==> config.mk <==
export PLATFORM = sky130hd
export DESIGN_NAME = three_led_blink_pwm_controller_top
export DESIGN_NICKNAME = d
export VERILOG_FILES = /design/src/sv/lbp_pkg.sv /design/src/sv/three_led_blink_pwm_controller_top.sv /design/src/sv/lbp_mod_lane.sv
export SDC_FILE = /design/constraint.sdc
export NUM_CORES = 1
export LEC_CHECK = 0
export ABC_CLOCK_PERIOD_IN_PS = 4100
export BUFFER_PORTS_ARGS = -buffer_cell sky130_fd_sc_hd__buf_2
export CAP_MARGIN = 20
export CORE_MARGIN = 4
export CORE_UTILIZATION = 58
export CTS_CLUSTER_SIZE = 8
export DETAILED_ROUTE_END_ITERATION = 7
export PLACE_DENSITY_LB_ADDON = 0.2
export SETUP_SLACK_MARGIN = 0.02
export SYNTH_ARGS = -nofsm -noshare
export SYNTH_HDL_FRONTEND = slang
export SYNTH_SLANG_ARGS = --single-unit
==> constraint.sdc <==
create_clock -name clk -period 4.1 [get_ports clk]
set_input_delay 0.82 -clock clk [delete_from_list [all_inputs] [get_ports clk]]
set_output_delay 0.82 -clock clk [all_outputs]
set_load 0.03 [all_outputs]
==> src/sv/lbp_pkg.sv <==
// ----------------------------------------------------------------------------
// lbp_pkg
// shared types and constants for the three-led blink and pwm controller
// ----------------------------------------------------------------------------
package lbp_pkg;

  localparam int MILLIS_W = 32;
  localparam int TIMING_W = 32;
  localparam int HALF_W   = 16;
  localparam int PERIOD_W = HALF_W + 1;
  localparam int CNT_W    = $clog2(MILLIS_W);
  localparam int NUM_LEDS = 3;

  localparam logic [PERIOD_W-1:0] SCROLL_CYCLE_MS = PERIOD_W'(750);
  localparam logic [PERIOD_W-1:0] SCROLL_STEP_MS  = PERIOD_W'(250);
  localparam logic [3:0]          TENTHS_PER_MS   = 4'd10;

  // configuration register indexes
  typedef enum logic [2:0] {
    REG_DUTY   = 3'd0,
    REG_SCROLL = 3'd1,
    REG_INIT   = 3'd2,
    REG_LED0   = 3'd3,
    REG_LED1   = 3'd4,
    REG_LED2   = 3'd5
  } cfg_idx_t;

  // sequencer states
  typedef enum logic [2:0] {
    ST_IDLE   = 3'b001,
    ST_CALC   = 3'b010,
    ST_FINISH = 3'b100
  } state_t;

  // control from the sequencer to each remainder lane
  typedef struct packed {
    logic clear;
    logic step;
    logic din;
  } lane_ctl_t;

  // blink period: on + off, or twice on when off is zero
  function automatic logic [PERIOD_W-1:0] period_of(input logic [TIMING_W-1:0] timing);
    logic [HALF_W-1:0] on_ms;
    logic [HALF_W-1:0] off_ms;
    on_ms  = timing[HALF_W-1:0];
    off_ms = timing[TIMING_W-1:HALF_W];
    if (off_ms == '0) begin
      period_of = {on_ms, 1'b0};
    end else begin
      period_of = {1'b0, on_ms} + {1'b0, off_ms};
    end
  endfunction

endpackage

==> src/sv/three_led_blink_pwm_controller_top.sv <==
// ----------------------------------------------------------------------------
// three_led_blink_pwm_controller_top
// 100 us tick driven pwm of three led pins with per-led blink timing
// ----------------------------------------------------------------------------
// output: the pin levels of a tick are registered at its transfer and appear in the cycle after it
// throughput: 1 tick per cycle while the pin channel is not stalled, except that
//   the tick that ends a millisecond in three-led mode holds off further ticks while
//   the 32-bit millisecond count is shifted msb first through three bit-serial remainder lanes
// reset: tenths, millis and led states clear, registers take their defaults
// ----------------------------------------------------------------------------
module three_led_blink_pwm_controller_top import lbp_pkg::*; (
  input  logic                clk,
  input  logic                rst,
  // tick channel
  input  logic                in_valid,
  output logic                in_ready,
  input  logic                tick,
  // pin channel
  output logic                out_valid,
  input  logic                out_ready,
  output logic                pin0,
  output logic                pin1,
  output logic                pin2,
  // configuration write channel
  input  logic                cfg_valid,
  output logic                cfg_ready,
  input  logic [2:0]          cfg_index,
  input  logic [TIMING_W-1:0] cfg_data
);

  // configuration registers
  logic [7:0]          duty_tenths;
  logic                scroll_enable;
  logic                initialised;
  logic [TIMING_W-1:0] led_timing [NUM_LEDS];

  // time base and led state
  logic [3:0]          tenths;
  logic [MILLIS_W-1:0] millis;
  logic [NUM_LEDS-1:0] led_on;

  // sequencer
  state_t              state;
  logic [CNT_W-1:0]    bit_cnt;
  logic [MILLIS_W-1:0] millis_sr;

  // per-tick logic
  logic                in_xfer;
  logic [3:0]          tenths_inc;
  logic                pwm;
  logic                ms_wrap;
  logic [MILLIS_W-1:0] millis_inc;

  // lanes
  lane_ctl_t           lane_ctl;
  logic [PERIOD_W-1:0] lane_div [NUM_LEDS];
  logic [PERIOD_W-1:0] lane_rem [NUM_LEDS];
  logic [NUM_LEDS-1:0] led_on_next;

  // writes held off while a recompute runs, the lanes read the timings
  assign cfg_ready = (state == ST_IDLE);

  // configuration writes; only done while idle
  always_ff @(posedge clk) begin
    if (rst) begin
      duty_tenths   <= 8'd5;
      scroll_enable <= 1'b0;
      initialised   <= 1'b0;
      for (int k = 0; k < NUM_LEDS; k++) begin
        led_timing[k] <= '0;
      end
    end else if (cfg_valid && cfg_ready) begin
      unique case (cfg_index)
        REG_DUTY:   duty_tenths   <= cfg_data[7:0];
        REG_SCROLL: scroll_enable <= cfg_data[0];
        REG_INIT:   initialised   <= cfg_data[0];
        REG_LED0:   led_timing[0] <= cfg_data;
        REG_LED1:   led_timing[1] <= cfg_data;
        REG_LED2:   led_timing[2] <= cfg_data;
        default:    ;
      endcase
    end
  end

  // a new tick is taken when the sequencer is idle and the pin register frees up
  assign in_ready = (state == ST_IDLE) && (!out_valid || out_ready);
  assign in_xfer  = in_valid && in_ready;

  always_comb begin
    tenths_inc = tick ? tenths + 4'd1 : tenths;
    pwm        = {4'b0, tenths_inc} <= duty_tenths;
    ms_wrap    = tick && (tenths_inc >= TENTHS_PER_MS);
    millis_inc = millis + MILLIS_W'(1);
  end

  // tenths and millisecond counters
  always_ff @(posedge clk) begin
    if (rst) begin
      tenths <= '0;
      millis <= '0;
    end else if (in_xfer) begin
      if (ms_wrap) begin
        tenths <= tenths_inc - TENTHS_PER_MS;
        millis <= millis_inc;
      end else begin
        tenths <= tenths_inc;
      end
    end
  end

  // pin output register, driven from led state before the recompute
  always_ff @(posedge clk) begin
    if (rst) begin
      out_valid <= 1'b0;
    end else if (in_xfer) begin
      out_valid <= 1'b1;
    end else if (out_ready) begin
      out_valid <= 1'b0;
    end
  end

  always_ff @(posedge clk) begin
    if (in_xfer) begin
      if (initialised) begin
        pin0 <= pwm && led_on[0];
        pin1 <= pwm && led_on[1];
        pin2 <= pwm && led_on[2];
      end else begin
        // boot indicator on the middle pin
        pin0 <= 1'b0;
        pin1 <= pwm;
        pin2 <= 1'b0;
      end
    end
  end

  // sequencer: shift the new millisecond count through the lanes, msb first
  always_ff @(posedge clk) begin
    if (rst) begin
      state   <= ST_IDLE;
      bit_cnt <= '0;
    end else begin
      unique case (state)
        ST_IDLE: begin
          if (in_xfer && ms_wrap && initialised) begin
            state   <= ST_CALC;
            bit_cnt <= '0;
          end
        end
        ST_CALC: begin
          bit_cnt <= bit_cnt + CNT_W'(1);
          if (bit_cnt == CNT_W'(MILLIS_W - 1)) begin
            state <= ST_FINISH;
          end
        end
        ST_FINISH: begin
          state <= ST_IDLE;
        end
        default: begin
          state <= ST_IDLE;
        end
      endcase
    end
  end

  always_ff @(posedge clk) begin
    if (in_xfer) begin
      millis_sr <= millis_inc;
    end else if (state == ST_CALC) begin
      millis_sr <= {millis_sr[MILLIS_W-2:0], 1'b0};
    end
  end

  // lane 0 doubles as the 750 ms scroll cycle divider
  always_comb begin
    lane_ctl.clear = in_xfer;
    lane_ctl.step  = (state == ST_CALC);
    lane_ctl.din   = millis_sr[MILLIS_W-1];
    for (int k = 0; k < NUM_LEDS; k++) begin
      lane_div[k] = period_of(led_timing[k]);
    end
    if (scroll_enable) begin
      lane_div[0] = SCROLL_CYCLE_MS;
    end
  end

  for (genvar g = 0; g < NUM_LEDS; g++) begin : g_lane
    lbp_mod_lane u_lane (
      .clk     (clk),
      .rst     (rst),
      .ctl     (lane_ctl),
      .divisor (lane_div[g]),
      .rem     (lane_rem[g])
    );
  end

  // led state from the finished remainders
  always_comb begin
    led_on_next = '0;
    if (scroll_enable) begin
      if (lane_rem[0] < SCROLL_STEP_MS) begin
        led_on_next = 3'b001;
      end else if (lane_rem[0] < {SCROLL_STEP_MS[PERIOD_W-2:0], 1'b0}) begin
        led_on_next = 3'b010;
      end else begin
        led_on_next = 3'b100;
      end
    end else begin
      for (int k = 0; k < NUM_LEDS; k++) begin
        if (led_timing[k][HALF_W-1:0] == HALF_W'(0)) begin
          led_on_next[k] = 1'b0;
        end else if (led_timing[k][HALF_W-1:0] == HALF_W'(1)) begin
          led_on_next[k] = 1'b1;
        end else begin
          led_on_next[k] = lane_rem[k] < {1'b0, led_timing[k][HALF_W-1:0]};
        end
      end
    end
  end

  always_ff @(posedge clk) begin
    if (rst) begin
      led_on <= '0;
    end else if (state == ST_FINISH) begin
      led_on <= led_on_next;
    end
  end

  // tenths never leaves 0..9
  a_tenths_range: assert property (@(posedge clk) disable iff (rst)
    tenths < TENTHS_PER_MS)
    else $error("tenths out of range");

  // a millisecond rollover in three-led mode starts the recompute
  a_calc_start: assert property (@(posedge clk) disable iff (rst)
    in_xfer && ms_wrap && initialised |=> state == ST_CALC && bit_cnt == '0)
    else $error("recompute not started");

  // the last dividend bit leads to the led update
  a_calc_end: assert property (@(posedge clk) disable iff (rst)
    state == ST_CALC && bit_cnt == CNT_W'(MILLIS_W - 1) |=> state == ST_FINISH)
    else $error("recompute did not finish");

  // led state changes only at the end of a recompute
  a_led_hold: assert property (@(posedge clk) disable iff (rst)
    $past(state) != ST_FINISH |-> $stable(led_on))
    else $error("led state changed outside recompute");

endmodule

==> src/sv/lbp_mod_lane.sv <==
// ----------------------------------------------------------------------------
// lbp_mod_lane
// bit-serial restoring remainder, one dividend bit per cycle while step is high, msb first
// ----------------------------------------------------------------------------
module lbp_mod_lane import lbp_pkg::*; (
  input  logic                clk,
  input  logic                rst,
  input  lane_ctl_t           ctl,
  input  logic [PERIOD_W-1:0] divisor,
  output logic [PERIOD_W-1:0] rem
);

  logic [PERIOD_W:0]   shifted;
  logic [PERIOD_W-1:0] rem_next;

  always_comb begin
    shifted = {rem, ctl.din};
    if (shifted >= {1'b0, divisor}) begin
      rem_next = PERIOD_W'(shifted - {1'b0, divisor});
    end else begin
      rem_next = shifted[PERIOD_W-1:0];
    end
  end

  always_ff @(posedge clk) begin
    if (ctl.clear) begin
      rem <= '0;
    end else if (ctl.step) begin
      rem <= rem_next;
    end
  end

  // partial remainder stays below a nonzero divisor
  a_rem_bound: assert property (@(posedge clk) disable iff (rst)
    ctl.step && !ctl.clear && divisor != '0 && rem < divisor |=> rem < $past(divisor))
    else $error("remainder reached divisor");

endmodule

==> impl_results.md <==
- Design Power: 6.74 mW
- Highest fanout seen on the critical path: 6
- Port-buffer cells: 46
- Area share of the largest cell type after synthesis: 0.243
- DRC marker count from the first detailed-route iteration: 1076
- Post-synthesis sequential area ratio: 0.377
- All-layer global routing usage: 0.275
- Effective utilization at floorplan: 0.595
- Predominant post-synthesis flop cell: sky130_fd_sc_hd__edfxtp_1
- Synth unique cells: 75
- Remaining DRCs: 0
- Die W: 175 microns
- Cell types occupying the most area after synthesis: sky130_fd_sc_hd__edfxtp_1 24%, sky130_fd_sc_hd__dfxtp_1 13%, sky130_fd_sc_hd__ha_1 12%
- Number of flops mapped to enable cells by yosys: 131
- Number of antenna violations at the first check in global routing: 1
- Critical Path Sink: g_lane[1].u_lane.rem[3]
- Critical path required time: 4510 ps
- Max clock buf depth: 3
- Destination of the worst register-to-register timing path: g_lane[1].u_lane.rem[3]
- Number of global-route vias before repair: 13.8k
- Number of nets with antenna violations after detailed routing: 0
- Setup violations, final: 0
- Buffer type at the clock tree root: sky130_fd_sc_hd__clkbuf_16
- Core Area: 0.0273 sq mm
- Clock Pin Slew Worst Setup and Hold Paths: 60 ps
- Number of clock sinks: 240
- Share of the clock period used by the worst path: 0.975
- HPWL reported at the end of detailed placement: 32000 microns
- FF+latch count, synth: 240
- Die Span Y: 175 microns
- Time the final worst path needs with I/O delays and setup: 4000 ps
- Post-Synthesis Cell Area: 0.0162 sq mm
- Die Footprint: 0.0307 sq mm
- Maximum capacitance violations: 0
- Post-synth top area cell: sky130_fd_sc_hd__edfxtp_1
- Crit path DAT: 4410 ps
- Mean instance size in the synthesized netlist: 9.03 sq um
- Category of the critical setup timing path: reg -> reg
- Worst-case headroom to the max-slew limit: 0.577
- Crit path setup slack, layout: 101 ps
- Clk Latency, worst-skew pair: 530 ps
- Final Net Count: 2155
- Synthesis warning total: 0
- CTS tree: done
- Critical Path Start: led_timing[0][48]
- Final routed wire length divided by cell count: 18.7 microns
- Final estimated routing congestion in global placement: 0.962
- Setup slack of the most critical reg-to-reg path: 100 ps
- Count of standard-cell rows: 60
- Worst Tran Pin Value: 635 ps
- Number of slew-limit violations in the final report: 0
- Post-synthesis cell count: 1796
- Hold path startpoint: tenths[3]
- Area Overhead vs Synth: 19.3%
- Post-DR vias/cell: 6.15
- Setup repair after global routing missed its margin: yes
- Number of nets in the synthesized netlist: 1996
- Highest clock frequency the design can meet: 0.250 GHz
- Leftover overflow at the end of global routing: 0
- H-tree levels: 2
- FF-to-FF path depth: 19
- Share of post-route cells with drive strength above 1: 0.166
- Post-placement setup slack: -158 ps
- Power per cell area: 349 mW/mm^2
- Number of buffers added by the clock tree synthesis step: 36
- Commonest cells after routing, fill and taps aside: 148 x sky130_fd_sc_hd__nor2_1, 148 x sky130_fd_sc_hd__nand2_1, 145 x sky130_fd_sc_hd__ha_1, 131 x sky130_fd_sc_hd__o21ai_0, 131 x sky130_fd_sc_hd__edfxtp_1
- Final number of hold-violating endpoints: 0
- Global-route wire length before repair: 69500 microns
- Antenna Diode Count: 0
- Layout Skew: 15.1 ps
- Outcome: finished, final reports clean
- Leakage power of the design: 7.97 nW
- Boundary Pins: 47
- Largest net degree at the start of global routing: 55
- Launching element type of the critical path: flop
- Share of synthesized registers carrying an async set or reset: 0
- Class of the worst hold path: reg -> reg
- Overall via count from detail_route: 14.5k
- IR Drop Worst-Case VDD: 309 uV
- Worst r2r src: led_timing[0][48]
- Total detailed-routing wirelength: 44000 microns
- Critical Path End Type: flop
- First drt pass iteration count: 7
where the power goes:
| part | internal (mW) | total, mW | switching, mW |
|---|---|---|---|
| clock network | 1.66 | 2.80 | 1.13 |
| logic | 0.543 | 1.25 | 0.710 |
| registers | 2.63 | 2.69 | 0.0606 |
through the flow:
stage / util / hold slack (ps) / cells / cell area, sq um / TNS [ps]
2_1_floorplan: - / 444 / 1796 / 16200 / 0
3_3_place_gp: 0.646 / 453 / 2266 / 17600 / -29.1
3_5_place_dp: 0.646 / 460 / 2266 / 17600 / -3230
4_1_cts: 0.690 / 466 / 2338 / 18800 / 0
5_1_grt: 0.710 / 484 / 2354 / 19300 / -1130
6_report: 0.710 / 466 / 2354 / 19300 / 0
Yosys cell counts (all sizes together), types with 5 or more instances:
master   instances
dfxtp          109
nor2           152
nand2b          16
o31a             6
nand3b           5
edfxtp         131
o21a            21
and4             5
or3             18
nor4            29
nor3            30
a31oi           13
a21boi           5
a32oi           10
or2              7
xnor2           71
ha             153
a21o            38
o211ai          17
nor2b           14
and3            19
fa               6
nand3           83
buf             12
o31ai            8
a31o             7
o21bai          11
or4              5
nand4           25
clkbuf          50
nand2          150
inv             82
a21oi          118
a211o            6
a2111oi          5
xor2            48
a211oi          35
o21ai          147
mux2i           32
and2            41
area by class of cell:
| cell class | instances | area [sq um] |
|---|---|---|
| Clock buffer | 60 | 991 |
| Clock inverter | 5 | 87.6 |
| Fill cell | 2006 | 7910 |
| Inverter | 83 | 312 |
| Multi-Input combinational cell | 1412 | 10100 |
| Sequential cell | 240 | 6120 |
| Tap cell | 372 | 465 |
| Timing Repair Buffer | 182 | 1290 |
layer usage:
layer / GRT usage / routed length, microns / up-vias
met5: 0 / 6 / -
met4: 0.0877 / 1320 / 2
met3: 0.0448 / 3100 / 89
met2: 0.455 / 20900 / 514
met1: 0.370 / 18700 / 6895
li1: - / - / 6969
worst min path at each step:
stage / to / slack, ps / cells past startpoint
after floorplan: tenths[3] / 440 / 2
after global placement: tenths[3] / 450 / 2
after detailed placement: tenths[3] / 460 / 2
after CTS: tenths[3] / 470 / 2
after global routing: tenths[3] / 480 / 2
final: tenths[3] / 470 / 2
logic make-up (layout without fill, tap and decap cells):
logic type                 count (synthesis)  in the layout  share of synthesized area
adders and majority gates                159            159                      0.125
AOI/OAI and AO/OA                        487            488                      0.191
xor gates and xnor gates                 119            119                     0.0643
buffers and inverters                    145            330                     0.0343
DFF                                      240            240                      0.377
and+or+nand+nor                          614            614                      0.188
muxes                                     32             32                     0.0198
registers in the layout (all words and copies together), names as in the netlist:
name,count
duty_tenths,8
out_valid,1
millis_sr,32
led_on,3
initialised,1
g_lane.u_lane.rem,51
millis,32
state,3
led_timing,96
pin2,1
bit_cnt,5
scroll_enable,1
pin0,1
tenths,4
pin1,1
timing repair:
action | CTS | global route
resized for setup | 19 | 99
hold buffers | 0 | 0
setup endpoints to repair | 50 | 51
gates cloned | 0 | 2
pin swaps | 2 | 72
buffers inserted | 7 | 13
worst max-delay path, cell delays in order (launching register included):
cell,delay [ps]
sky130_fd_sc_hd__edfxtp_1,410
sky130_fd_sc_hd__ha_2,230
sky130_fd_sc_hd__fa_2,420
sky130_fd_sc_hd__a21oi_2,190
sky130_fd_sc_hd__o21ai_1,100
sky130_fd_sc_hd__a21o_1,200
sky130_fd_sc_hd__a21o_1,200
sky130_fd_sc_hd__a31oi_2,170
sky130_fd_sc_hd__nor4bb_1,90
sky130_fd_sc_hd__a311oi_1,310
sky130_fd_sc_hd__ha_2,350
sky130_fd_sc_hd__buf_6,140
sky130_fd_sc_hd__a21oi_2,110
sky130_fd_sc_hd__o211ai_1,110
sky130_fd_sc_hd__a21oi_2,180
sky130_fd_sc_hd__o31ai_2,90
sky130_fd_sc_hd__buf_4,170
sky130_fd_sc_hd__nand2_4,120
sky130_fd_sc_hd__a211oi_2,50
sky130_fd_sc_hd__a221o_1,270
Note: power is estimated with default switching activity, not from simulation.
